`src/dhfk_pkg.sv`:
```
`timescale 1ns / 1ps

package dhfk_pkg;

    localparam int ANGLE_BITS   = 16;
    localparam int FRAC_BITS    = 16;
    localparam int NUM_JOINTS   = 6;
    localparam int JOINT_W      = 3;
    localparam int REG_W        = FRAC_BITS + 3;
    localparam int ROT_W        = FRAC_BITS + 2;
    localparam int POS_W        = FRAC_BITS + 3;
    localparam int IN_W         = ((NUM_JOINTS * ANGLE_BITS + 7) / 8) * 8;
    localparam int OUT_BITS     = 9 * ROT_W + 3 * POS_W;
    localparam int OUT_W        = ((OUT_BITS + 7) / 8) * 8;
    localparam int CFG_IDX_W    = 3;

    localparam int CORDIC_STEPS = 30;
    localparam int CORDIC_W     = 34;
    localparam int ZW           = 33;
    localparam int CS_SHIFT     = 30 - FRAC_BITS;
    localparam logic [31:0] CORDIC_GAIN = 32'd652032874;

    localparam int PROD_W  = 2 * ROT_W;
    localparam int ACC_W   = PROD_W + 1;
    localparam int LPROD_W = REG_W + ROT_W;
    localparam int LINK_W  = LPROD_W - FRAC_BITS;
    localparam int Q_W     = ROT_W + LINK_W;
    localparam int QSUM_W  = Q_W + 2;
    localparam int PACC_W  = QSUM_W - FRAC_BITS + 3;

    localparam logic signed [REG_W-1:0] RST_D1 = REG_W'(5843);
    localparam logic signed [REG_W-1:0] RST_A2 = -REG_W'(27853);
    localparam logic signed [REG_W-1:0] RST_A3 = -REG_W'(25707);
    localparam logic signed [REG_W-1:0] RST_D4 = REG_W'(7153);
    localparam logic signed [REG_W-1:0] RST_D5 = REG_W'(6203);
    localparam logic signed [REG_W-1:0] RST_D6 = REG_W'(5394);

    typedef enum logic [CFG_IDX_W-1:0] {
        REG_D1 = 3'd0,
        REG_A2 = 3'd1,
        REG_A3 = 3'd2,
        REG_D4 = 3'd3,
        REG_D5 = 3'd4,
        REG_D6 = 3'd5
    } t_reg_idx;

    typedef enum logic [1:0] {
        TW_ZERO,
        TW_POS90,
        TW_NEG90
    } t_twist;

    typedef enum logic [1:0] {
        ST_MUL,
        ST_ROT,
        ST_POS,
        ST_OUT
    } t_chain_state;

    typedef struct packed {
        logic signed [ROT_W-1:0] cos_v;
        logic signed [ROT_W-1:0] sin_v;
    } t_cs;

    typedef struct packed {
        logic signed [REG_W-1:0] d1;
        logic signed [REG_W-1:0] a2;
        logic signed [REG_W-1:0] a3;
        logic signed [REG_W-1:0] d4;
        logic signed [REG_W-1:0] d5;
        logic signed [REG_W-1:0] d6;
    } t_link_cfg;

    typedef struct packed {
        logic signed [CORDIC_W-1:0] x;
        logic signed [CORDIC_W-1:0] y;
        logic signed [ZW-1:0]       z;
        logic                       flip;
    } t_cordic_stage;

    typedef struct packed {
        logic wr;
        logic full;
        logic rd;
        logic empty;
    } t_queue_status;

    function automatic logic [31:0] f_atan(input int i);
        logic [31:0] v;
        case (i)
            0:  v = 32'd536870912;
            1:  v = 32'd316933406;
            2:  v = 32'd167458907;
            3:  v = 32'd85004756;
            4:  v = 32'd42667331;
            5:  v = 32'd21354465;
            6:  v = 32'd10679838;
            7:  v = 32'd5340245;
            8:  v = 32'd2670163;
            9:  v = 32'd1335087;
            10: v = 32'd667544;
            11: v = 32'd333772;
            12: v = 32'd166886;
            13: v = 32'd83443;
            14: v = 32'd41722;
            15: v = 32'd20861;
            16: v = 32'd10430;
            17: v = 32'd5215;
            18: v = 32'd2608;
            19: v = 32'd1304;
            20: v = 32'd652;
            21: v = 32'd326;
            22: v = 32'd163;
            23: v = 32'd81;
            24: v = 32'd41;
            25: v = 32'd20;
            26: v = 32'd10;
            27: v = 32'd5;
            28: v = 32'd3;
            29: v = 32'd1;
            default: v = 32'd0;
        endcase
        return v;
    endfunction

    function automatic t_twist f_twist(input logic [JOINT_W-1:0] j);
        t_twist t;
        case (j)
            3'd0:    t = TW_POS90;
            3'd3:    t = TW_POS90;
            3'd4:    t = TW_NEG90;
            default: t = TW_ZERO;
        endcase
        return t;
    endfunction

    function automatic logic signed [ROT_W-1:0] f_cs_round(
        input logic signed [CORDIC_W-1:0] v
    );
        logic signed [CORDIC_W-1:0] t;
        logic signed [CORDIC_W-1:0] one;
        one = CORDIC_W'(1) <<< FRAC_BITS;
        t = (v + (CORDIC_W'(1) <<< (CS_SHIFT - 1))) >>> CS_SHIFT;
        if (t > one) begin
            t = one;
        end else if (t < -one) begin
            t = -one;
        end
        return t[ROT_W-1:0];
    endfunction

    function automatic logic signed [ROT_W-1:0] f_rot_round(
        input logic signed [ACC_W-1:0] v
    );
        logic signed [ACC_W-1:0] t;
        logic signed [ACC_W-1:0] one;
        one = ACC_W'(1) <<< FRAC_BITS;
        t = (v + (ACC_W'(1) <<< (FRAC_BITS - 1))) >>> FRAC_BITS;
        if (t > one) begin
            t = one;
        end else if (t < -one) begin
            t = -one;
        end
        return t[ROT_W-1:0];
    endfunction

    function automatic logic signed [LINK_W-1:0] f_link_round(
        input logic signed [LPROD_W-1:0] v
    );
        logic signed [LPROD_W-1:0] t;
        t = (v + (LPROD_W'(1) <<< (FRAC_BITS - 1))) >>> FRAC_BITS;
        return t[LINK_W-1:0];
    endfunction

endpackage

```
`src/dhfk_queue.sv`:
```
`timescale 1ns / 1ps

module dhfk_queue #(
    parameter int QUEUE_AW = 4
) (
    input  logic                     i_clk,
    input  logic                     i_rst_n,
    input  logic                     i_wr,
    input  dhfk_pkg::t_cs            i_wdata,
    input  logic                     i_rd,
    output dhfk_pkg::t_cs            o_rdata,
    output dhfk_pkg::t_queue_status  o_status
);

    localparam int QUEUE_DEPTH = 1 << QUEUE_AW;

    dhfk_pkg::t_cs       r_mem [QUEUE_DEPTH];
    logic [QUEUE_AW:0]   r_wr_ptr;
    logic [QUEUE_AW:0]   r_rd_ptr;
    logic                w_empty;
    logic                w_full;

    assign w_empty = (r_wr_ptr == r_rd_ptr);
    assign w_full  = (r_wr_ptr[QUEUE_AW] != r_rd_ptr[QUEUE_AW])
                  && (r_wr_ptr[QUEUE_AW-1:0] == r_rd_ptr[QUEUE_AW-1:0]);
    assign o_rdata = r_mem[r_rd_ptr[QUEUE_AW-1:0]];

    assign o_status.wr    = i_wr;
    assign o_status.full  = w_full;
    assign o_status.rd    = i_rd;
    assign o_status.empty = w_empty;

    always_ff @(posedge i_clk) begin
        if (!i_rst_n) begin
            r_wr_ptr <= '0;
            r_rd_ptr <= '0;
        end else begin
            if (i_wr) begin
                r_wr_ptr <= r_wr_ptr + 1'b1;
            end
            if (i_rd) begin
                r_rd_ptr <= r_rd_ptr + 1'b1;
            end
        end
    end

    always_ff @(posedge i_clk) begin
        if (i_wr) begin
            r_mem[r_wr_ptr[QUEUE_AW-1:0]] <= i_wdata;
        end
    end

endmodule

```
`config.mk`:
```
export PLATFORM = sky130hd
export DESIGN_NAME = dhfk_queue
export DESIGN_NICKNAME = d
export VERILOG_FILES = /design/src/dhfk_pkg.sv /design/src/dhfk_queue.sv
export SDC_FILE = /design/constraint.sdc
export NUM_CORES = 1
export LEC_CHECK = 0
export BUFFER_PORTS_ARGS = -buffer_cell sky130_fd_sc_hd__buf_2
export CORE_MARGIN = 2
export CORE_UTILIZATION = 25
export CTS_CLUSTER_SIZE = 10
export DETAILED_ROUTE_END_ITERATION = 10
export PLACE_DENSITY = 0.49
export REMOVE_ABC_BUFFERS = 1
export SETUP_SLACK_MARGIN = 0.4
export SLEW_MARGIN = 20
export SYNTH_ARGS = -nofsm -noshare
export SYNTH_HDL_FRONTEND = slang
export SYNTH_SLANG_ARGS = --single-unit
```
`constraint.sdc`:
```
create_clock -name i_clk -period 1.9 [get_ports i_clk]
set_input_delay 0.095 -clock i_clk [delete_from_list [all_inputs] [get_ports i_clk]]
set_output_delay 0.095 -clock i_clk [all_outputs]
set_load 0.005 [all_outputs]
```
* Word level (Yosys, flattened, before mapping) *
Memories as Yosys holds them, arrays and structs flattened. A register that Yosys moved wholly into a read port is not among the register bits.
Cells that the tools add are included.
W data, S select, Z words.

operators by class
  multiply operators = 0
  bitwise gates (word level) = 0
  eq/ne operators = 3
  add/subtract/negate cells = 2
  mux-type cells = 4
  shift operators = 0
  $lt $le $gt $ge = 0
  reduce and logical (&&, ||, !) cells = 1
  div/mod/pow operators = 0

operators by type and width
  kind                   number
  $add A5 B1 Y5 const B  2
  $mux W4                2
  $eq A5 B5 Y1           1
  $eq A4 B4 Y1           1
  $mux W1                2
  $logic_and A1 B1 Y1    1
  $ne A1 B1 Y1           1

storage, ports and cells
  memory bits (writable) = 576
  output and inout bits = 40
  memory bits (read-only) = 0
  word-level logic and storage cells = 13
  flip-flop bits (word level) = 10
  latch bits = 0
  memories kept = 1

memory list
  memory  words  width  rd ports  clocked after memory_dff  write ports  RTL line          RTL
  r_mem   16     36     1         1                         1            dhfk_queue.sv:17  dhfk_pkg::t_cs r_mem [QUEUE_DEPTH];

* Logic depth before layout (Yosys ltp) *
Gate-level depths: netlist of the first run.

  depth after elaboration = 3
  depth in mapped cells = 6
  mapped depth without buffers = 4

* Worst setup path after synthesis of the first run *
No wires, ideal clock.

  path kind = reg-to-reg
  start point = reg r_wr_ptr[2]
  end point = mem r_mem[0][0] (netlist name), enable pin
  clock period less this slack = 2.069 ns
  data arrival time = 1.672 ns
  library setup time = 0.397 ns
  setup slack = -0.169 ns
  cell stages (with the launch flop) = 4
  cells stage by stage = dfxtp_1 clkbuf_1 nor3b_1 and2_1

RTL lines
  what                      RTL line          RTL
  start: declaration        dhfk_queue.sv:18  logic [QUEUE_AW:0] r_wr_ptr;
  start signal: assignment  dhfk_queue.sv:39  r_wr_ptr <= r_wr_ptr + 1'b1;
  end: declaration          dhfk_queue.sv:17

No word-level cell before the write port.

==> results.cfg, run 1 <==
[logic_synthesis]
avgSynthCellArea_sq_um = 23.1
synth_area_sq_um = 22300
synthTopCellsByArea = edfxtp_1 78%, mux4_2 15%, a22oi_1 2.4%
yosysWarnings = 0
yosysSeqAreaShare = 0.789
post-synth-top-area-cell = edfxtp_1
ys_types = 22
netlist_instances = 964
synth.top_cell.area_share = 0.777
synth-seq-cells = 590

[die]
die_area_sq_um = 91500
core_area_sq_um = 88400
die_w_um = 302
die_h_um = 302
io_pins = 80
initial_core_util = 0.252
rows = 109

[setup_path]
crit_cells = 6
worstPathArrival_ns = 2.39
required_ns = 1.80
cp-start-kind = flop
crit_path_max_fanout = 17
cp_slowest_cell = mux4_2
r2r_cells = 7
slowest_delay_ns = 0.50
crit_path_cell_trace = buf_12, buf_4, mux4_2, a22oi_1, nand2_1, buf_2
cp_top_family = buffers and inverters
critPathCaptureType = primary output
crit_buf_inv = 3
critical_path_class = reg -> out

[timing]
period_minus_slack_ns = 2.49
final.setup.tns_ns = -17.93
grt_setup_unrepaired = yes
setup_viol = 36
holdWs_ns = 0.0758
hold_violations = 0
fmax_ghz = 0.402
drv_slew = 0
fin_crit_sh = 1.31
slew_headroom = 0.800
clock_skew_ns = 0.0163
fin_ws_ns = -0.588
tightest_slew_ns = 0.301

[hold_path]
hold_depth = 4
hold_class = in -> reg

[grt]
antenna_found_initial = 7
grt_max_degree = 29
grt_pass1_vias = 11800
grt_remaining_overflow = 0
groute.usage.overall = 0.139
grt_pass1_wl_um = 88800

[clock_tree]
htreeDepth = 3
path_clk_slew_ns = 0.06
cts_tree = yes
cts_sinks = 590
cts.root.buffer_cell = clkbuf_16
cts_buffers = 70
clk_latency_ns = 0.60
cts_max_path_buffers = 3

[power_and_ir_drop]
p_per_area_nw_per_um2 = 955
leakage_nw = 9.80
peakVddDrop_v = 0.000655
finalPower_mw = 29.1

[route]
drtIter0Drc = 939
wl_um = 67300
ant_nets = 0
vias_per_cell = 4.59
routedWlPerCell_um = 26.8
dr.pass1.iters = 5
drc = 0
via_count = 11500

[flow_run]
max_cap_violations = 0

[place]
post-dp-hpwl_um = 30300
gp_congestion = 0.688
io_buffers = 79

[finish]
area_growth_pct = 36.9
layout-drive-gt1-share = 0.453
fin_nets = 1353
mostFrequentLayoutCells = 576 x edfxtp_1, 144 x mux4_2, 99 x clkbuf_16
fill_cells = 8277
final_common_cell = edfxtp_1

[outcome]
violations = setup timing
status = finished, violations left
[cell type report]
cell class | instances | area (sq um) | share of cell area
Clock buffer | 97 | 1920 | 0.0629
Multi-Input combinational cell | 316 | 4750 | 0.156
Clock inverter | 8 | 55.1 | 0.00181
Sequential cell | 590 | 17600 | 0.578
Timing Repair Buffer | 327 | 4660 | 0.153
Tap cell | 1165 | 1460 | 0.0478
Antenna cell | 4 | 10.0 | 0.000328
Inverter | 3 | 25.0 | 0.000821
[power by group]
part	switching [mW]	internal, mW	leakage (nW)
Clock	5.00	6.97	0.955
Sequential	0.0631	14.5	5.32
Combinational	1.23	1.39	3.53
[through the flow]
step / worst slack [ns] / instances / utilization / cell area, sq um
floorplan: -5.06 / 909 / - / 22000
global placement: -0.0128 / 2229 / 0.283 / 25000
detailed placement: -0.0260 / 2229 / 0.283 / 25000
CTS: -0.608 / 2460 / 0.332 / 29300
global route: -0.656 / 2510 / 0.345 / 30500
finish: -0.588 / 2510 / 0.345 / 30500
[layer usage]
metal	vias to the layer above	part of all wire	track usage
li1	4808	-	-
met1	6195	0.42	0.184
met2	409	0.47	0.221
met3	107	0.071	0.0337
met4	6	0.036	0.0551
met5	-	0.00059	0
[kinds of logic (layout without fill, tap and decap cells)]
kind of cell,Yosys count,count (layout),share of synthesized area
compound gates,72,72,0.0243
flops,590,590,0.789
other cells,0,4,0
fa+ha+maj,5,5,0.00281
xor+xnor,13,13,0.00511
simple gates,80,80,0.0179
buf+inv,58,435,0.0138
mux,146,146,0.147
[synth_stat cells (all sizes together)]
| library cell | n |
|---|---|
| and3 | 1 |
| buf | 31 |
| mux2i | 2 |
| a22oi | 72 |
| mux4 | 144 |
| nor2 | 3 |
| nand4 | 5 |
| xor2 | 3 |
| clkbuf | 24 |
| nand2 | 39 |
| ha | 5 |
| dfxtp | 14 |
| and2 | 25 |
| edfxtp | 576 |
| nor2b | 5 |
| nor3b | 1 |
| and3b | 1 |
| inv | 3 |
| xnor2 | 10 |
[final timing paths]
kind | slack (ns) | to | startpoint
worst max-delay path | -0.59 | o_rdata[10] | flop
worst min-delay path | 0.08 | r_wr_ptr[1] | i_wr
worst max register to register | 0.17 | r_mem[3][28] | r_wr_ptr[2]
worst min register to register | 0.58 | r_wr_ptr[1] | r_wr_ptr[1]
[registers in the layout, indices dropped and copies added (netlist names), named ones only]
register	count
r_rd_ptr	5
r_mem	576
r_wr_ptr	5
[repair_timing]
item                                    in CTS  in global routing
buffers inserted                            53                 16
gates resized for setup                    132                 64
endpoints found under the hold margin      590                  0
pin swaps                                   15                 21
endpoints found under the setup margin     519                508
hold buffers                                38                  0
cloned                                      35                 30
[worst reg2reg max path: cells and delay by family, from the launching register on]
kind                   cells  cell delay (ns)
buffers and inverters      5             0.66
DFF                        1             0.33
and+or+nand+nor            2             0.48
(Power assumes the default switching activity.)
==> run 2: changes to the inputs <==
ABC_CLOCK_PERIOD_IN_PS = 1900   (was default)
CORE_UTILIZATION = 41   (was 25)
CTS_BUF_LIST = sky130_fd_sc_hd__clkbuf_16   (was default)
PLACE_DENSITY = 0.68   (was 0.49)
==> run 2 against run 1 <==
  * The flow still finishes with violations (setup timing)
  * Critical endpoint is now o_rdata[19]
  * Combinational power decreased by 8.0%
  * Fmax down 2.2%
  * Via count down 0.11%
  * Setup slack got worse by 0.057 ns
  * Cell count fell by 22%
  * Hold slack improved by 0.32 ns
  * Largest cell class unchanged
==> results.cfg, run 2 (synthesized netlist as in run 1, its figures left out) <==
[place]
post-dp-hpwl_um = 24800
gp_congestion = 0.706
io_buffers = 79

[finish]
final_common_cell = edfxtp_1
mostFrequentLayoutCells = 576 x edfxtp_1, 144 x mux4_2, 98 x clkbuf_16
area_growth_pct = 28.0
multiInputGateArea_sq_um = 4660
largest_reg_flops = 576
diodes = 0
fin_nets = 1288
register_area_sq_um = 17600
layout-drive-gt1-share = 0.413
fill_cells = 3888

[clock_tree]
htreeDepth = 3
path_clk_slew_ns = 0.06
cts_buffers = 69
cts_tree = yes
cts.root.buffer_cell = clkbuf_16
cts_sinks = 590
cts_max_path_buffers = 3
clk_latency_ns = 0.59

[hold_path]
hold_depth = 3
hp-start = i_rst_n
hold_class = in -> reg
min_to = r_rd_ptr[0]

[die]
die_h_um = 237
rows = 85
io_pins = 80
die_w_um = 237
initial_core_util = 0.415
die_area_sq_um = 56200
core_area_sq_um = 53700

[grt]
grtUsageMet1 = 0.255
busiest_layer = met2
met3_usage = 0.0360
use_met2 = 0.311
grt_pass1_wl_um = 75700
grt_remaining_overflow = 0
antenna_found_initial = 3
grt_pass1_vias = 11300
grt_max_degree = 45
groute.usage.overall = 0.188

[route]
dr.pass1.iters = 5
drtIter0Drc = 1233
wl_um = 59700
via_count = 11500
ant_nets = 0
vias_per_cell = 5.88
drc = 0
routedWlPerCell_um = 30.5

[timing]
final.setup.tns_ns = -19.30
fmax_ghz = 0.393
fin_ws_ns = -0.645
clock_skew_ns = 0.0192
slew_headroom = 0.788
setup_viol = 36
grt_setup_unrepaired = yes
holdWs_ns = 0.392
period_minus_slack_ns = 2.55
tightest_slew_ns = 0.318
fin_crit_sh = 1.34
hold_violations = 0
drv_slew = 0

[setup_path]
critical_path_class = reg -> out
r2r_start = r_wr_ptr[3]
timing.rr.end = r_mem[1][3]
critPathCaptureType = primary output
cp-start-kind = flop
required_ns = 1.80
worstPathArrival_ns = 2.45
crit_path_max_fanout = 7
r2r_setup_slack_ns = 0.24
r2r_cells = 5

[power_and_ir_drop]
finalPower_mw = 28.5
peakVddDrop_v = 0.000556
p_per_area_nw_per_um2 = 1000
leakage_nw = 9.27

[outcome]
violations = setup timing
status = finished, violations left

[flow_run]
max_cap_violations = 0
==> run 2: worst max-delay path by stage <==
stage          cells past startpoint  slack [ns]  start          end
4_1_cts                            6       -0.56   flop   o_rdata[5]
3_5_place_dp                       6       -0.03   flop  o_rdata[23]
6_report                           8       -0.65   flop  o_rdata[19]
3_3_place_gp                       6        0.03   flop  o_rdata[23]
5_1_grt                            7       -0.70   flop   o_rdata[6]
2_1_floorplan                      3       -5.06   flop   o_rdata[0]
==> run 2: critical path, stage by stage, from the launching register on <==
cell and delay (ns):
dfxtp_4 0.45, buf_6 0.13, buf_12 0.11, buf_12 0.10
buf_16 0.11, mux4_2 0.50, a22oi_1 0.18, nand2_1 0.12
buf_2 0.14
==> run 2: timing repair <==
item                                   in CTS  in global routing
pin swaps                                  14                 18
buffers inserted                           20                 24
endpoints found under the hold margin     590                  0
setup endpoints to repair                 569                379
hold buffers                               39                  0
gates resized for setup                    80                 50
gates cloned                               15                 35
==> run 2: stage by stage <==
stage,setup slack [ns],util,instances,cell area (sq um)
3_3_place_gp,0.0251,0.450,1735,24200
6_report,-0.645,0.530,1959,28500
2_1_floorplan,-5.06,-,909,22000
4_1_cts,-0.565,0.508,1900,27300
3_5_place_dp,-0.0304,0.450,1735,24200
5_1_grt,-0.703,0.530,1959,28500
==> run 2: routing by layer <==
metal | share of wire | routed length, um | up-vias
met1 | 0.37 | 22300 | 6062
met4 | 0.037 | 2200 | 4
met2 | 0.50 | 29900 | 677
met3 | 0.090 | 5400 | 129
li1 | - | - | 4640
met5 | 0.00037 | 22 | -
==> run 2: where the power goes <==
part	switching, mW	leakage (nW)	internal [mW]
sequential	0.0715	5.32	14.5
combinational	1.14	2.96	1.27
clock	4.82	0.979	6.71
total	6.04	9.27	22.4
==> run 2: layout make-up <==
cell class                      instances  area share
Clock inverter                         19     0.00360
Timing Repair Buffer                  263       0.120
Multi-Input combinational cell        316       0.163
Inverter                                3    0.000395
Tap cell                              696      0.0306
Clock buffer                           72      0.0632
Sequential cell                       590       0.618
==> run 3: changes to the inputs <==
CELL_PAD_IN_SITES_DETAIL_PLACEMENT = 0   (was default)
CELL_PAD_IN_SITES_GLOBAL_PLACEMENT = 1   (was default)
CORE_UTILIZATION = 45   (was 41)
PLACE_DENSITY = 0.78   (was 0.68)
==> run 3 against run 2 <==
  * Sequential cell count unchanged
  * Non-clock buffer count is 9 higher
  * First-iteration DRC count up 39%
  * Critical path type unchanged
  * Largest power group unchanged
  * Hold slack worse by 0.0075 ns
  * The flow still finishes with violations (setup timing)
  * Critical path depth down 1
  * Sequential share of layout area shrank 1.1 points
==> results.cfg, run 3 (synthesized netlist as in run 1, its figures left out) <==
[die]
core_area_sq_um = 48800
rows = 81
initial_core_util = 0.456
die_area_sq_um = 51300
die_h_um = 226
io_pins = 80
die_w_um = 226

[power_and_ir_drop]
p_per_area_nw_per_um2 = 1000
finalPower_mw = 29.0
leakage_nw = 9.45
peakVddDrop_v = 0.000611

[setup_path]
cp_slowest_cell = mux4_2
required_ns = 1.80
r2r_setup_slack_ns = 0.27
crit_path_max_fanout = 12
r2r_cells = 7
critical_path_class = reg -> out
r2r_start = r_wr_ptr[0]
path_common_cell = buf_12
slowest_delay_ns = 0.56
critPathCaptureType = primary output
worstPathArrival_ns = 2.47
crit_path_cell_trace = buf_12, buf_12, buf_12, mux4_2, a22oi_2, nand2_1, buf_2
cp-start-kind = flop
timing.rr.end = r_mem[15][5]

[grt]
grt_remaining_overflow = 0
groute.usage.overall = 0.210
grt_pass1_vias = 11600
antenna_found_initial = 1
grt_max_degree = 51
grt_pass1_wl_um = 76100

[hold_path]
hp-start = i_rst_n
hold_depth = 3
hold_class = in -> reg
min_to = r_wr_ptr[2]

[timing]
setup_viol = 36
hold_violations = 0
fmax_ghz = 0.390
grt_setup_unrepaired = yes
final.setup.tns_ns = -19.99
fin_crit_sh = 1.35
drv_slew = 0
holdWs_ns = 0.385
fin_ws_ns = -0.662
tightest_slew_ns = 0.437
clock_skew_ns = 0.0254
period_minus_slack_ns = 2.56
slew_headroom = 0.709

[clock_tree]
cts_sinks = 590
cts_max_path_buffers = 3
clk_latency_ns = 0.61
cts.root.buffer_cell = clkbuf_16
cts_tree = yes
htreeDepth = 3
path_clk_slew_ns = 0.06
cts_buffers = 69

[outcome]
violations = setup timing
status = finished, violations left

[finish]
stdcell_count = 1935
diodes = 0
mostFrequentLayoutCells = 576 x edfxtp_1, 144 x mux4_2, 101 x clkbuf_16
largest_reg_flops = 576
design_area_sq_um = 29000
final_common_cell = edfxtp_1
layout-drive-gt1-share = 0.432
fin_nets = 1297
area_growth_pct = 30.2
finish.utilization = 0.593
fill_cells = 3270

[place]
post-dp-hpwl_um = 23500
place_inst = 1701
gp_congestion = 0.690
dp_slack_ns = -0.0359
io_buffers = 79
dpl_cell_area_sq_um = 24100

[route]
drc = 0
vias_per_cell = 6.14
dr.pass1.iters = 7
wl_um = 63000
ant_nets = 0
routedWlPerCell_um = 32.6
drtIter0Drc = 1716
via_count = 11900

[flow_run]
max_cap_violations = 0
==> run 3: changes by cell type in the layout (fill, tap and decap cells not counted), moves of 3 or more <==
cell and delta:
ha_4 +4, dfxtp_2 +4, dfxtp_4 -4, clkbuf_16 +3
a22oi_1 -18, inv_1 -4, ha_2 -4, buf_4 -14
buf_6 +7, buf_16 +7, buf_2 -4, buf_12 +8
a22oi_2 +18
==> run 3: where the power goes <==
| group | internal (mW) | switching (mW) | leakage, nW |
|---|---|---|---|
| registers | 14.5 | 0.0706 | 5.32 |
| logic | 1.47 | 1.25 | 3.14 |
| clock network | 6.85 | 4.94 | 0.984 |
==> run 3: worst max-delay path: cells and delay by family, from the launching register on <==
family / cells / cell delay, ns
buffers and inverters: 4 / 0.60
muxes: 1 / 0.56
and+or+nand+nor: 1 / 0.10
AOI/OAI and AO/OA: 1 / 0.21
DFF: 1 / 0.37
==> run 3: area by class of cell <==
type	instances	area, sq um	area share
clock buffers	72	1800	0.0621
clock inverters	18	121	0.00419
inverters	3	18.8	0.000647
multi-input cells	316	4770	0.165
flip-flops and latches	590	17600	0.607
well taps	664	831	0.0287
repair buffers	272	3840	0.133
==> run 3: how the worst max path moves through the flow <==
stage / slack [ns] / endpoint / cells after the start / from
6_report: -0.66 / o_rdata[6] / 7 / flop
5_1_grt: -0.70 / o_rdata[17] / 7 / flop
4_1_cts: -0.60 / o_rdata[22] / 8 / flop
3_5_place_dp: -0.04 / o_rdata[22] / 5 / flop
3_3_place_gp: 0.004 / o_rdata[22] / 5 / flop
2_1_floorplan: -5.06 / o_rdata[0] / 3 / flop
==> run 3: metal layers <==
metal  vias up  GRT usage  share of wire
met5         -          0        0.00021
met4         2     0.0626          0.039
met3       146     0.0411          0.095
met2       834      0.345           0.50
met1      6239      0.287           0.37
li1       4659          -              -
==> run 3: what timing repair did <==
action,CTS,global route
gates cloned,20,42
hold buffers,39,0
setup buffers,29,14
resized for setup,93,84
setup endpoints to repair,565,344
endpoints found under the hold margin,590,0
pin swaps,44,23
