===== src/dhfk_pkg.sv =====
`timescale 1ns / 1ps

package dhfk_pkg;

    localparam int ANGLE_BITS   = 16;
    localparam int FRAC_BITS    = 16;
    localparam int NUM_JOINTS   = 6;
    localparam int JOINT_W      = 3;
    localparam int REG_W        = FRAC_BITS + 3;
    localparam int ROT_W        = FRAC_BITS + 2;
    localparam int POS_W        = FRAC_BITS + 3;
    localparam int IN_W         = ((NUM_JOINTS * ANGLE_BITS + 7) / 8) * 8;
    localparam int OUT_BITS     = 9 * ROT_W + 3 * POS_W;
    localparam int OUT_W        = ((OUT_BITS + 7) / 8) * 8;
    localparam int CFG_IDX_W    = 3;

    localparam int CORDIC_STEPS = 30;
    localparam int CORDIC_W     = 34;
    localparam int ZW           = 33;
    localparam int CS_SHIFT     = 30 - FRAC_BITS;
    localparam logic [31:0] CORDIC_GAIN = 32'd652032874;

    localparam int PROD_W  = 2 * ROT_W;
    localparam int ACC_W   = PROD_W + 1;
    localparam int LPROD_W = REG_W + ROT_W;
    localparam int LINK_W  = LPROD_W - FRAC_BITS;
    localparam int Q_W     = ROT_W + LINK_W;
    localparam int QSUM_W  = Q_W + 2;
    localparam int PACC_W  = QSUM_W - FRAC_BITS + 3;

    localparam logic signed [REG_W-1:0] RST_D1 = REG_W'(5843);
    localparam logic signed [REG_W-1:0] RST_A2 = -REG_W'(27853);
    localparam logic signed [REG_W-1:0] RST_A3 = -REG_W'(25707);
    localparam logic signed [REG_W-1:0] RST_D4 = REG_W'(7153);
    localparam logic signed [REG_W-1:0] RST_D5 = REG_W'(6203);
    localparam logic signed [REG_W-1:0] RST_D6 = REG_W'(5394);

    typedef enum logic [CFG_IDX_W-1:0] {
        REG_D1 = 3'd0,
        REG_A2 = 3'd1,
        REG_A3 = 3'd2,
        REG_D4 = 3'd3,
        REG_D5 = 3'd4,
        REG_D6 = 3'd5
    } t_reg_idx;

    typedef enum logic [1:0] {
        TW_ZERO,
        TW_POS90,
        TW_NEG90
    } t_twist;

    typedef enum logic [1:0] {
        ST_MUL,
        ST_ROT,
        ST_POS,
        ST_OUT
    } t_chain_state;

    typedef struct packed {
        logic signed [ROT_W-1:0] cos_v;
        logic signed [ROT_W-1:0] sin_v;
    } t_cs;

    typedef struct packed {
        logic signed [REG_W-1:0] d1;
        logic signed [REG_W-1:0] a2;
        logic signed [REG_W-1:0] a3;
        logic signed [REG_W-1:0] d4;
        logic signed [REG_W-1:0] d5;
        logic signed [REG_W-1:0] d6;
    } t_link_cfg;

    typedef struct packed {
        logic signed [CORDIC_W-1:0] x;
        logic signed [CORDIC_W-1:0] y;
        logic signed [ZW-1:0]       z;
        logic                       flip;
    } t_cordic_stage;

    typedef struct packed {
        logic wr;
        logic full;
        logic rd;
        logic empty;
    } t_queue_status;

    function automatic logic [31:0] f_atan(input int i);
        logic [31:0] v;
        case (i)
            0:  v = 32'd536870912;
            1:  v = 32'd316933406;
            2:  v = 32'd167458907;
            3:  v = 32'd85004756;
            4:  v = 32'd42667331;
            5:  v = 32'd21354465;
            6:  v = 32'd10679838;
            7:  v = 32'd5340245;
            8:  v = 32'd2670163;
            9:  v = 32'd1335087;
            10: v = 32'd667544;
            11: v = 32'd333772;
            12: v = 32'd166886;
            13: v = 32'd83443;
            14: v = 32'd41722;
            15: v = 32'd20861;
            16: v = 32'd10430;
            17: v = 32'd5215;
            18: v = 32'd2608;
            19: v = 32'd1304;
            20: v = 32'd652;
            21: v = 32'd326;
            22: v = 32'd163;
            23: v = 32'd81;
            24: v = 32'd41;
            25: v = 32'd20;
            26: v = 32'd10;
            27: v = 32'd5;
            28: v = 32'd3;
            29: v = 32'd1;
            default: v = 32'd0;
        endcase
        return v;
    endfunction

    function automatic t_twist f_twist(input logic [JOINT_W-1:0] j);
        t_twist t;
        case (j)
            3'd0:    t = TW_POS90;
            3'd3:    t = TW_POS90;
            3'd4:    t = TW_NEG90;
            default: t = TW_ZERO;
        endcase
        return t;
    endfunction

    function automatic logic signed [ROT_W-1:0] f_cs_round(
        input logic signed [CORDIC_W-1:0] v
    );
        logic signed [CORDIC_W-1:0] t;
        logic signed [CORDIC_W-1:0] one;
        one = CORDIC_W'(1) <<< FRAC_BITS;
        t = (v + (CORDIC_W'(1) <<< (CS_SHIFT - 1))) >>> CS_SHIFT;
        if (t > one) begin
            t = one;
        end else if (t < -one) begin
            t = -one;
        end
        return t[ROT_W-1:0];
    endfunction

    function automatic logic signed [ROT_W-1:0] f_rot_round(
        input logic signed [ACC_W-1:0] v
    );
        logic signed [ACC_W-1:0] t;
        logic signed [ACC_W-1:0] one;
        one = ACC_W'(1) <<< FRAC_BITS;
        t = (v + (ACC_W'(1) <<< (FRAC_BITS - 1))) >>> FRAC_BITS;
        if (t > one) begin
            t = one;
        end else if (t < -one) begin
            t = -one;
        end
        return t[ROT_W-1:0];
    endfunction

    function automatic logic signed [LINK_W-1:0] f_link_round(
        input logic signed [LPROD_W-1:0] v
    );
        logic signed [LPROD_W-1:0] t;
        t = (v + (LPROD_W'(1) <<< (FRAC_BITS - 1))) >>> FRAC_BITS;
        return t[LINK_W-1:0];
    endfunction

endpackage


===== src/dhfk_front.sv =====
`timescale 1ns / 1ps

module dhfk_front #(
    parameter int QUEUE_AW = 4
) (
    input  logic                               i_clk,
    input  logic                               i_rst_n,
    input  logic                               i_s_valid,
    input  logic [dhfk_pkg::IN_W-1:0]          i_s_data,
    output logic                               o_s_ready,
    input  logic                               i_pop,
    output logic                               o_issue,
    output logic [dhfk_pkg::ANGLE_BITS-1:0]    o_angle
);

    localparam int QUEUE_DEPTH = 1 << QUEUE_AW;

    logic [dhfk_pkg::ANGLE_BITS-1:0] r_ang [dhfk_pkg::NUM_JOINTS];
    logic                            r_busy;
    logic [dhfk_pkg::JOINT_W-1:0]    r_idx;
    logic [QUEUE_AW:0]               r_credit;
    logic [QUEUE_AW:0]               n_credit;
    logic                            w_last;
    logic                            w_acc;

    assign o_issue   = r_busy && (r_credit < (QUEUE_AW + 1)'(QUEUE_DEPTH));
    assign w_last    = o_issue && (r_idx == dhfk_pkg::JOINT_W'(dhfk_pkg::NUM_JOINTS - 1));
    assign o_s_ready = !r_busy || w_last;
    assign w_acc     = i_s_valid && o_s_ready;
    assign o_angle   = r_ang[r_idx];

    always_comb begin
        n_credit = r_credit;
        if (o_issue && !i_pop) begin
            n_credit = r_credit + 1'b1;
        end else if (!o_issue && i_pop) begin
            n_credit = r_credit - 1'b1;
        end
    end

    always_ff @(posedge i_clk) begin
        if (!i_rst_n) begin
            r_busy   <= 1'b0;
            r_idx    <= '0;
            r_credit <= '0;
        end else begin
            r_credit <= n_credit;
            if (w_acc) begin
                r_busy <= 1'b1;
                r_idx  <= '0;
            end else if (w_last) begin
                r_busy <= 1'b0;
            end else if (o_issue) begin
                r_idx <= r_idx + 1'b1;
            end
        end
    end

    always_ff @(posedge i_clk) begin
        if (w_acc) begin
            for (int j = 0; j < dhfk_pkg::NUM_JOINTS; j++) begin
                r_ang[j] <= i_s_data[j*dhfk_pkg::ANGLE_BITS +: dhfk_pkg::ANGLE_BITS];
            end
        end
    end

endmodule


===== config.mk =====
export PLATFORM = sky130hd
export DESIGN_NAME = dhfk_front
export DESIGN_NICKNAME = d
export VERILOG_FILES = /design/src/dhfk_pkg.sv /design/src/dhfk_front.sv
export SDC_FILE = /design/constraint.sdc
export NUM_CORES = 1
export LEC_CHECK = 0
export ABC_AREA = 1
export BUFFER_PORTS_ARGS = -buffer_cell sky130_fd_sc_hd__buf_2
export CAP_MARGIN = 20
export CORE_MARGIN = 1.5
export CORE_UTILIZATION = 30
export CTS_CLUSTER_SIZE = 16
export DETAILED_ROUTE_END_ITERATION = 8
export SETUP_SLACK_MARGIN = 0.4
export SLEW_MARGIN = 5
export SYNTH_ARGS = -nofsm -noshare
export SYNTH_HDL_FRONTEND = slang
export SYNTH_SLANG_ARGS = --single-unit

===== constraint.sdc =====
create_clock -name i_clk -period 3.8 [get_ports i_clk]
set_clock_uncertainty 0.2 [all_clocks]
set_input_delay 0.38 -clock i_clk [delete_from_list [all_inputs] [get_ports i_clk]]
set_output_delay 0.38 -clock i_clk [all_outputs]
set_load 0.01 [all_outputs]

# Word-level counts from Yosys, hierarchy flattened
# Memory sizes are Yosys's and may differ from the RTL's. A register that Yosys moved wholly into a read port is not among the register bits.
# Index checks and enable logic that the tools add are counted.
# classes
n_addsub	3
multipliers	0
n_div	0
order_cmp	1
eq_ne	1
n_shift	0
muxes	8
bitwise	2
reduce_logical	13
# op_table
operator	n
$mux W5	2
$mux W3	2
$add A5 B1 Y5 const B	1
$logic_and A1 B1 Y1	5
$lt A5 B5 Y1 const B	1
$sub A5 B1 Y5 const B	1
$mux W1	4
$reduce_bool A2 Y1	2
$add A3 B1 Y3 const B	1
$eq A3 B3 Y1 const B	1
$logic_not A1 Y1	3
$not A1 Y1	2
$reduce_and A2 Y1	1
$reduce_or A2 Y1	1
$logic_or A1 B1 Y1	1
# word_totals
ff_bits	9
latch_bits	0
ram_bits	96
romBits	0
in_bits	100
out_inout_bits	18
elab_cells	32
mem_count	1
# mem_list
name	words	word_bits	read_ports	rd_ports_with_merged_regs	write_ports	line_no	text
r_ang	6	16	1	1	6	dhfk_front.sv:18	logic [dhfk_pkg::ANGLE_BITS-1:0] r_ang [dhfk_pkg::NUM_JOINTS];

# Logic depth before layout (Yosys ltp)
# Gate-level depths: netlist of the first run.
# depth
ltp_word	7
ltp_mapped	12
mapped_depth_nobuf	12

# Least setup slack after synthesis of the first run
# No wires, ideal clock.
# synth_timing
kind	register -> register
start	reg r_idx[0] (netlist name)
end	mem r_ang[0][0] (netlist name), enable pin
setup_ns	0.449
arrival_time_ns	2.778
t_required_ns	3.151
setup_slack_ns	0.373
stages_incl_launch_ff	6
path_buffers	0
period_less_slack_ns	3.427
path_cell_list	dfxtp_1 -> ha_1 -> nand2_1 -> o21ai_2 -> nand2_1 -> inv_1
# synth_lines
item	line_no	text
start: declaration	dhfk_front.sv:20	logic [dhfk_pkg::JOINT_W-1:0] r_idx;
start signal: assignment	dhfk_front.sv:54	r_idx <= r_idx + 1'b1;
end: declaration	dhfk_front.sv:18	

==> impl_metrics.env, run 1 <==
export IMPL_status="complete, no violations"
export IMPL_grt_overflow=0
export IMPL_relSlewSlack_pct=41.7
export IMPL_dieArea_um2=15100
export IMPL_hold_viol=0
export IMPL_syn_area_per_cell_um2=12.1
export IMPL_fp_coreArea_um2=13900
export IMPL_io_buffers=117
export IMPL_hold_slack_ps=14.6
export IMPL_synth_edf_count=96
export IMPL_final_area_um2=5920
export IMPL_syn_inst=356
export IMPL_seq_area_frac_synth_pct=72.5
export IMPL_slew_viol_final=0
export IMPL_synth_area_top_cells="edfxtp_1, nand2_1, nand3_1, dfxtp_1, o21ai_1"
export IMPL_antenna_found_initial=0
export IMPL_antennaDiodeCount=0
export IMPL_crit_fanout=48
export IMPL_grt_pass1_wl_um=16100
export IMPL_netlist_area_um2=4310
export IMPL_die_height_um=123
export IMPL_path_class="register to primary output"
export IMPL_dr_total_vias=3202
export IMPL_ys_ff_latch=108
export IMPL_period_share_pct=65.8
export IMPL_rsz0062_at_grt="false"
export IMPL_cts_buffers=9
export IMPL_regToRegSetupSlack_ps=1670
export IMPL_grt_start_max_net_pins=97
export IMPL_vdd_drop_max_v=0.000282
export IMPL_grt_pass1_vias=3151
export IMPL_clk_pin_slew_worst_paths_ps=70
export IMPL_hold_path_class="input pin to register"
export IMPL_grt_usage_pct=14.5
export IMPL_synth_warnings=0
export IMPL_n_fill_cell=1304
export IMPL_hpwl_um=6670
export IMPL_fin_crit_ps=2500
export IMPL_clock_path_buffers=2
export IMPL_synth_ff_type="edfxtp_1"
export IMPL_power_leakage_nw=2.40
export IMPL_yosysTopAreaCellShare_pct=66.9
export IMPL_via_per_inst=4.48
export IMPL_drive_gt1_share_pct=26.9
export IMPL_netlist_cell_type_count=22
export IMPL_wire_per_inst_um=14.8
export IMPL_die_w_um=123
export IMPL_synth_nets=463
export IMPL_num_rows=43
export IMPL_nNetsFinal=637
export IMPL_fmax_mhz=400
export IMPL_routed_wl_um=10600
export IMPL_placed_cell_area_um2=5080
export IMPL_drt_initial_drc_count=220
export IMPL_yosysTopAreaCell="edfxtp_1"
export IMPL_critPathCaptureType="primary output"
export IMPL_max_cap_viol_count=0
export IMPL_cts_root_buf="clkbuf_16"
export IMPL_area_growth_pct=37.3
export IMPL_critPathArrivalTime_ps=1920
export IMPL_cp_required_ps=3220
export IMPL_drcViolationCount=0
export IMPL_p_per_area_nw_per_um2=446
export IMPL_worstSetupStartpointType="register"
export IMPL_yosysMostFrequentCell="edfxtp_1"
export IMPL_tns_ps=0
export IMPL_cts_max_level=3
export IMPL_clock_sinks=108
export IMPL_io_pins=118
export IMPL_clk_latency_ps=350
export IMPL_async_flop_share_pct=0
export IMPL_tightest_slew_ps=874
export IMPL_post_place_ws_ps=1660
export IMPL_postRouteAntennaNets=0
export IMPL_post_cts_buffers=0
export IMPL_synth_common_cells="edfxtp_1, nand2_1, nand3_1"
export IMPL_first_pass_iters=4
export IMPL_worst_slack_ps=1300
export IMPL_initial_core_util_pct=30.9
export IMPL_cts_tree="yes"
export IMPL_setup_violations=0
export IMPL_gp_congestion=0.788
[power by group]
part           internal [W]  switching [W]
clock              0.000444       0.000415
combinational      0.000165       0.000197
sequential          0.00139      0.0000306
total               0.00199       0.000642
[critical path, cell delays in order, from the launching register on]
cell,delay (ps)
dfxtp_2,320
inv_2,630
nand2_1,120
nand3_1,110
nand3_1,120
o21ai_1,110
buf_2,150
[metrics by stage]
| step | power, W | util, % | cells |
|---|---|---|---|
| floorplan | 0.00164 | - | 356 |
| finish | 0.00264 | 42.5 | 715 |
| global route | 0.00277 | 42.5 | 715 |
| global placement | 0.00175 | 36.4 | 642 |
| detailed placement | 0.00176 | 36.4 | 642 |
| CTS | 0.00268 | 42.2 | 711 |
[cells by family (layout without fill, tap and decap cells)]
kind of cell / Yosys count / in the layout / synth area share, %
compound gates: 42 / 42 / 4.97
xor+xnor: 2 / 2 / 0.407
fa+ha+maj: 7 / 7 / 2.21
buf+inv: 31 / 210 / 3.48
flops: 108 / 108 / 72.5
simple gates: 166 / 166 / 16.5
[registers in the layout (all words and copies together) (netlist names), named ones only]
register and count:
r_ang 96, r_busy 1, r_idx 3, r_credit 5
[cells in the final DEF, fill, tap and decap left out, types with 2 or more instances in the layout]
cell type,n
o21ai_0,16
nand2_1,82
dlygate4sd3_1,57
a21oi_1,6
clkinvlp_4,3
inv_1,10
edfxtp_1,96
o21ai_1,19
buf_4,3
buf_2,117
clkbuf_16,9
xor2_1,2
nand3_1,53
or2_1,3
clkinv_1,2
ha_1,6
inv_2,5
dfxtp_1,11
nor2_1,25
[final cells by class]
cell class / instances / area, um2 / area share (%)
timing repair buffer: 178 / 1200 / 20.3
sequential: 108 / 3120 / 52.8
tap: 180 / 225 / 3.81
clock buffer: 10 / 229 / 3.87
inverter: 16 / 63.8 / 1.08
multi-input combinational: 217 / 1040 / 17.5
clock inverter: 6 / 40.0 / 0.677
[final timing paths]
check	startpoint	to	depth (start not counted)
hold / removal	i_s_data[2]	r_ang[0][2]	1
hold reg to reg	r_busy	r_busy	2
setup reg to reg	r_idx[0]	r_ang[1][3]	6
setup / recovery	register	o_angle[1]	6
[timing repair]
action,in CTS,in global routing
endpoints found under the setup margin,0,0
hold buffers,53,4
resized for setup,0,0
endpoints found under the hold margin,53,4
[per-layer routing]
layer / vias up / track usage [%] / routed length [um]
li1: 1592 / - / -
met1: 1510 / 19.4 / 4800
met2: 91 / 23.0 / 5150
met3: 9 / 3.07 / 516
met4: 0 / 5.74 / 131
met5: - / 0 / 0
Note: power is estimated with default switching activity, not from simulation.
==> inputs of run 2 (changes only) <==
- clock period: 3.8 -> 2.13 ns (I/O delays scaled with it)
==> impl_metrics.env, run 2 (synthesis results as in run 1) <==
export IMPL_status="complete, no violations"
export IMPL_power_leakage_nw=3.05
export IMPL_grt_pass1_wl_um=18700
export IMPL_io_pins=118
export IMPL_fmax_mhz=527
export IMPL_cts_root_buf="clkbuf_16"
export IMPL_cts_max_level=3
export IMPL_top_regs="r_ang: 96 flops, r_credit: 5 flops, r_idx: 3 flops"
export IMPL_dieArea_um2=15100
export IMPL_pwr_share_comb_pct=19.9
export IMPL_top_register="r_ang"
export IMPL_gp_congestion=0.765
export IMPL_utilization_pct=52.7
export IMPL_die_height_um=123
export IMPL_max_cap_viol_count=0
export IMPL_rsz0062_at_grt="true"
export IMPL_initial_core_util_pct=30.9
export IMPL_hold_viol=0
export IMPL_drcViolationCount=0
export IMPL_fp_coreArea_um2=13900
export IMPL_seqPwrFrac_pct=48.3
export IMPL_period_share_pct=89.1
export IMPL_die_w_um=123
export IMPL_nNetsFinal=729
export IMPL_worst_slack_ps=233
export IMPL_antennaDiodeCount=0
export IMPL_grt_start_max_net_pins=21
export IMPL_via_per_inst=4.47
export IMPL_largest_reg_flops=96
export IMPL_layout_common_cells="buf_2, dlygate4sd3_1, edfxtp_1, nand2_1, nand3_1"
export IMPL_p_per_area_nw_per_um2=716
export IMPL_clock_sinks=108
export IMPL_setup_violations=0
export IMPL_critPathCaptureType="register"
export IMPL_postRouteAntennaNets=0
export IMPL_internal_power_w=0.00398
export IMPL_min_delay_path_depth=5
export IMPL_dr_total_vias=3604
export IMPL_path_class="register to register"
export IMPL_io_buffers=117
export IMPL_grt_overflow=0
export IMPL_netSwitchingFraction_pct=24.4
export IMPL_drt_initial_drc_count=190
export IMPL_p_sw_w=0.00128
export IMPL_slew_viol_final=0
export IMPL_clk_latency_ps=350
export IMPL_layout_commonest_cell="buf_2"
export IMPL_hpwl_um=7240
export IMPL_clk_pin_slew_worst_paths_ps=70
export IMPL_worstSetupStartpointType="register"
export IMPL_grt_usage_pct=16.9
export IMPL_fin_crit_ps=1900
export IMPL_clock_path_buffers=2
export IMPL_routed_wl_um=12700
export IMPL_rr_worst_depth=10
export IMPL_first_pass_iters=4
export IMPL_relSlewSlack_pct=83.6
export IMPL_drive_gt1_share_pct=34.8
export IMPL_wire_per_inst_um=15.8
export IMPL_tightest_slew_ps=246
export IMPL_post_place_ws_ps=221
export IMPL_p_clk_share_pct=31.8
export IMPL_antenna_found_initial=0
export IMPL_cp_required_ps=2000
export IMPL_cts_buffers=9
export IMPL_num_rows=43
export IMPL_area_growth_pct=70.3
export IMPL_crit_fanout=7
export IMPL_vdd_drop_max_v=0.000365
export IMPL_hold_path_class="input pin to register"
export IMPL_cts_tree="yes"
export IMPL_grt_pass1_vias=3627
export IMPL_critPathArrivalTime_ps=1770
run 2: path summary, 6_finish.rpt:
check | startpoint | end | slack, ps
hold reg to reg | r_credit[0] | r_credit[0] | 310
hold / removal | i_pop | r_credit[2] | 130
setup / recovery | r_idx[1] | r_ang[2][1] | 230
setup reg to reg | r_idx[1] | r_ang[2][1] | 230
run 2: power by group through the flow:
| stage | logic (W) | clock network (W) | registers, W |
|---|---|---|---|
| finish | 0.00105 | 0.00167 | 0.00254 |
| global placement | 0.000604 | 0 | 0.00258 |
| floorplan | 0.000375 | 0 | 0.00257 |
| global route | 0.00115 | 0.00179 | 0.00255 |
| CTS | 0.000973 | 0.00171 | 0.00254 |
| detailed placement | 0.000619 | 0 | 0.00258 |
run 2: critical path: stages, from the launching register on:
cell	delay (ps)
dfxtp_2	330
inv_2	60
ha_4	130
nand2_4	50
o21ai_4	190
nand2_4	90
clkinvlp_4	110
buf_6	100
buf_8	120
buf_6	120
buf_16	110
run 2: what timing repair did:
action	in CTS	in global routing
gates cloned	10	5
hold buffers	98	0
hold endpoints to repair	99	0
setup buffers	27	4
resized for setup	45	16
endpoints found under the setup margin	114	114
pin swaps	6	18
run 2: layout make-up:
cell class | instances | area [um2]
fillers | 1199 | 6600
inverters | 16 | 81.3
well taps | 180 | 225
clock inverters | 7 | 67.6
multi-input cells | 217 | 1130
repair buffers | 270 | 2470
flip-flops and latches | 108 | 3140
clock buffers | 9 | 225
run 2: metal layers:
| layer | vias to the layer above | share of wire, % | global-route usage, % |
|---|---|---|---|
| met5 | - | 0 | 0 |
| met4 | 0 | 2.3 | 7.27 |
| met3 | 21 | 4.1 | 3.44 |
| met2 | 96 | 50 | 28.1 |
| met1 | 1696 | 44 | 21.5 |
| li1 | 1791 | - | - |
run 2: stage by stage:
step | TNS (ps) | hold slack [ps] | std cells | instance area [um2] | total power [W]
floorplan | -60370 | 112 | 356 | 4390 | 0.00295
global placement | 0 | 191 | 647 | 5230 | 0.00318
detailed placement | 0 | 191 | 647 | 5230 | 0.00320
CTS | 0 | 136 | 798 | 7140 | 0.00522
global route | 0 | 152 | 807 | 7340 | 0.00550
finish | 0 | 128 | 807 | 7340 | 0.00526
==> inputs of run 3 (changes only) <==
- SETUP_SLACK_MARGIN: 0.4 -> not set
==> impl_metrics.env, run 3 (synthesis results as in run 1) <==
export IMPL_rr_worst_depth=10
export IMPL_clk_pin_slew_worst_paths_ps=60
export IMPL_hold_viol=0
export IMPL_p_clk_share_pct=32.9
export IMPL_hpwl_um=7180
export IMPL_cp_depth=7
export IMPL_io_pins=118
export IMPL_worstSetupStartpointType="register"
export IMPL_final_area_um2=6460
export IMPL_power_leakage_nw=2.65
export IMPL_rsz0062_at_grt="true"
export IMPL_drt_initial_drc_count=154
export IMPL_io_buffers=117
export IMPL_postRouteAntennaNets=0
export IMPL_slew_viol_final=0
export IMPL_internal_power_w=0.00374
export IMPL_p_sw_w=0.00113
export IMPL_cpMostUsedCell="nand3_1"
export IMPL_die_w_um=123
export IMPL_fin_crit_ps=2040
export IMPL_crit_chain="inv_2 -> buf_4 -> nand2_1 -> nand3_1 -> nand3_1 -> o21ai_1 -> buf_2"
export IMPL_vdd_drop_max_v=0.000354
export IMPL_first_pass_iters=4
export IMPL_grt_pass1_vias=3522
export IMPL_cts_tree="yes"
export IMPL_clk_latency_ps=340
export IMPL_period_share_pct=95.8
export IMPL_layout_commonest_cell="buf_2"
export IMPL_layout_common_cells="buf_2, dlygate4sd3_1, edfxtp_1, nand2_1, nand3_1"
export IMPL_grt_overflow=0
export IMPL_post_place_ws_ps=143
export IMPL_crit_fanout=17
export IMPL_cp_required_ps=1720
export IMPL_relSlewSlack_pct=74.0
export IMPL_seqPwrFrac_pct=52.1
export IMPL_cts_max_level=3
export IMPL_pwr_share_comb_pct=15.0
export IMPL_cts_root_buf="clkbuf_16"
export IMPL_cts_buffers=9
export IMPL_critPathArrivalTime_ps=1630
export IMPL_p_per_area_nw_per_um2=754
export IMPL_die_height_um=123
export IMPL_dieArea_um2=15100
export IMPL_grt_start_max_net_pins=41
export IMPL_top_regs="r_ang: 96 flops, r_credit: 5 flops, r_idx: 3 flops"
export IMPL_clock_path_buffers=2
export IMPL_fp_coreArea_um2=13900
export IMPL_path_class="register to primary output"
export IMPL_nNetsFinal=684
export IMPL_setup_violations=0
export IMPL_top_register="r_ang"
export IMPL_cp_slowest_cell="dfxtp_4"
export IMPL_largest_reg_flops=96
export IMPL_worst_path_buf_inv=3
export IMPL_drive_gt1_share_pct=26.9
export IMPL_fmax_mhz=490
export IMPL_drcViolationCount=0
export IMPL_dr_total_vias=3390
export IMPL_status="complete, no violations"
export IMPL_wire_per_inst_um=14.5
export IMPL_min_delay_path_depth=5
export IMPL_max_cap_viol_count=0
export IMPL_antenna_found_initial=0
export IMPL_via_per_inst=4.45
export IMPL_placed_cell_area_um2=5190
export IMPL_routed_wl_um=11000
export IMPL_tightest_slew_ps=389
export IMPL_critPathTopFamily="buffers and inverters"
export IMPL_placed_cells=648
export IMPL_netSwitchingFraction_pct=23.2
export IMPL_grt_pass1_wl_um=17100
export IMPL_utilization_pct=46.3
export IMPL_clock_sinks=108
export IMPL_antennaDiodeCount=0
export IMPL_worst_slack_ps=89.1
export IMPL_hold_path_class="input pin to register"
export IMPL_hold_slack_ps=172
export IMPL_area_growth_pct=49.9
export IMPL_gp_congestion=0.780
export IMPL_grt_usage_pct=15.4
export IMPL_critPathCaptureType="primary output"
export IMPL_slowest_delay_ps=410
export IMPL_instances_no_fill=761
export IMPL_num_rows=43
export IMPL_initial_core_util_pct=30.9
[run 3: cell types whose count changed in the layout (fill, tap and decap cells not counted), moves of 4 or more]
cell,delta
buf_12,-7
buf_16,-10
buf_4,-10
buf_6,-13
clkbuf_16,-5
nand2_1,+4
o21ai_0,+4
o21ai_1,-4
[run 3: final timing paths]
kind             from     endpoint  slack (ps)
min             i_pop  r_credit[2]         170
min reg2reg  r_idx[1]     r_idx[1]         300
max reg2reg    r_busy  r_credit[4]         190
max          register   o_angle[1]          90
[run 3: tightest hold or removal path, cell delays in order]
cell,delay (ps)
buf_2,90
inv_1,50
ha_1,200
o21ai_1,80
inv_1,40
[run 3: power by group through the flow]
stage	sequential [W]	combinational (W)	clock, W
6_report	0.00254	0.000729	0.00160
5_1_grt	0.00255	0.000823	0.00173
4_1_cts	0.00254	0.000735	0.00166
3_5_place_dp	0.00258	0.000592	0
3_3_place_gp	0.00258	0.000571	0
2_1_floorplan	0.00257	0.000356	0
[run 3: final cells by class]
cell class	count	area [um2]
clock inverters	3	38.8
clock buffers	12	236
multi-input cells	217	1070
flip-flops and latches	108	3130
fillers	1300	7480
well taps	180	225
repair buffers	225	1700
inverters	16	63.8
[run 3: layer usage]
metal | GRT usage (%) | vias to the layer above | routed length (um)
met4 | 5.74 | 0 | 204
met5 | 0 | - | 0
met3 | 3.30 | 16 | 518
met2 | 25.9 | 100 | 5420
met1 | 19.3 | 1591 | 4910
li1 | - | 1683 | -
[run 3: what timing repair did]
item,in CTS,in global routing
setup endpoints to repair,16,16
hold endpoints to repair,99,0
setup buffers,0,0
cloned,0,0
resized for setup,1,4
hold buffers,98,0
pin swaps,0,0
[run 3: metrics by stage]
| step | setup TNS [ps] | power (W) |
|---|---|---|
| global route | -124 | 0.00510 |
| CTS | 0 | 0.00493 |
| global placement | 0 | 0.00315 |
| finish | 0 | 0.00487 |
| detailed placement | 0 | 0.00318 |
| floorplan | -60390 | 0.00292 |
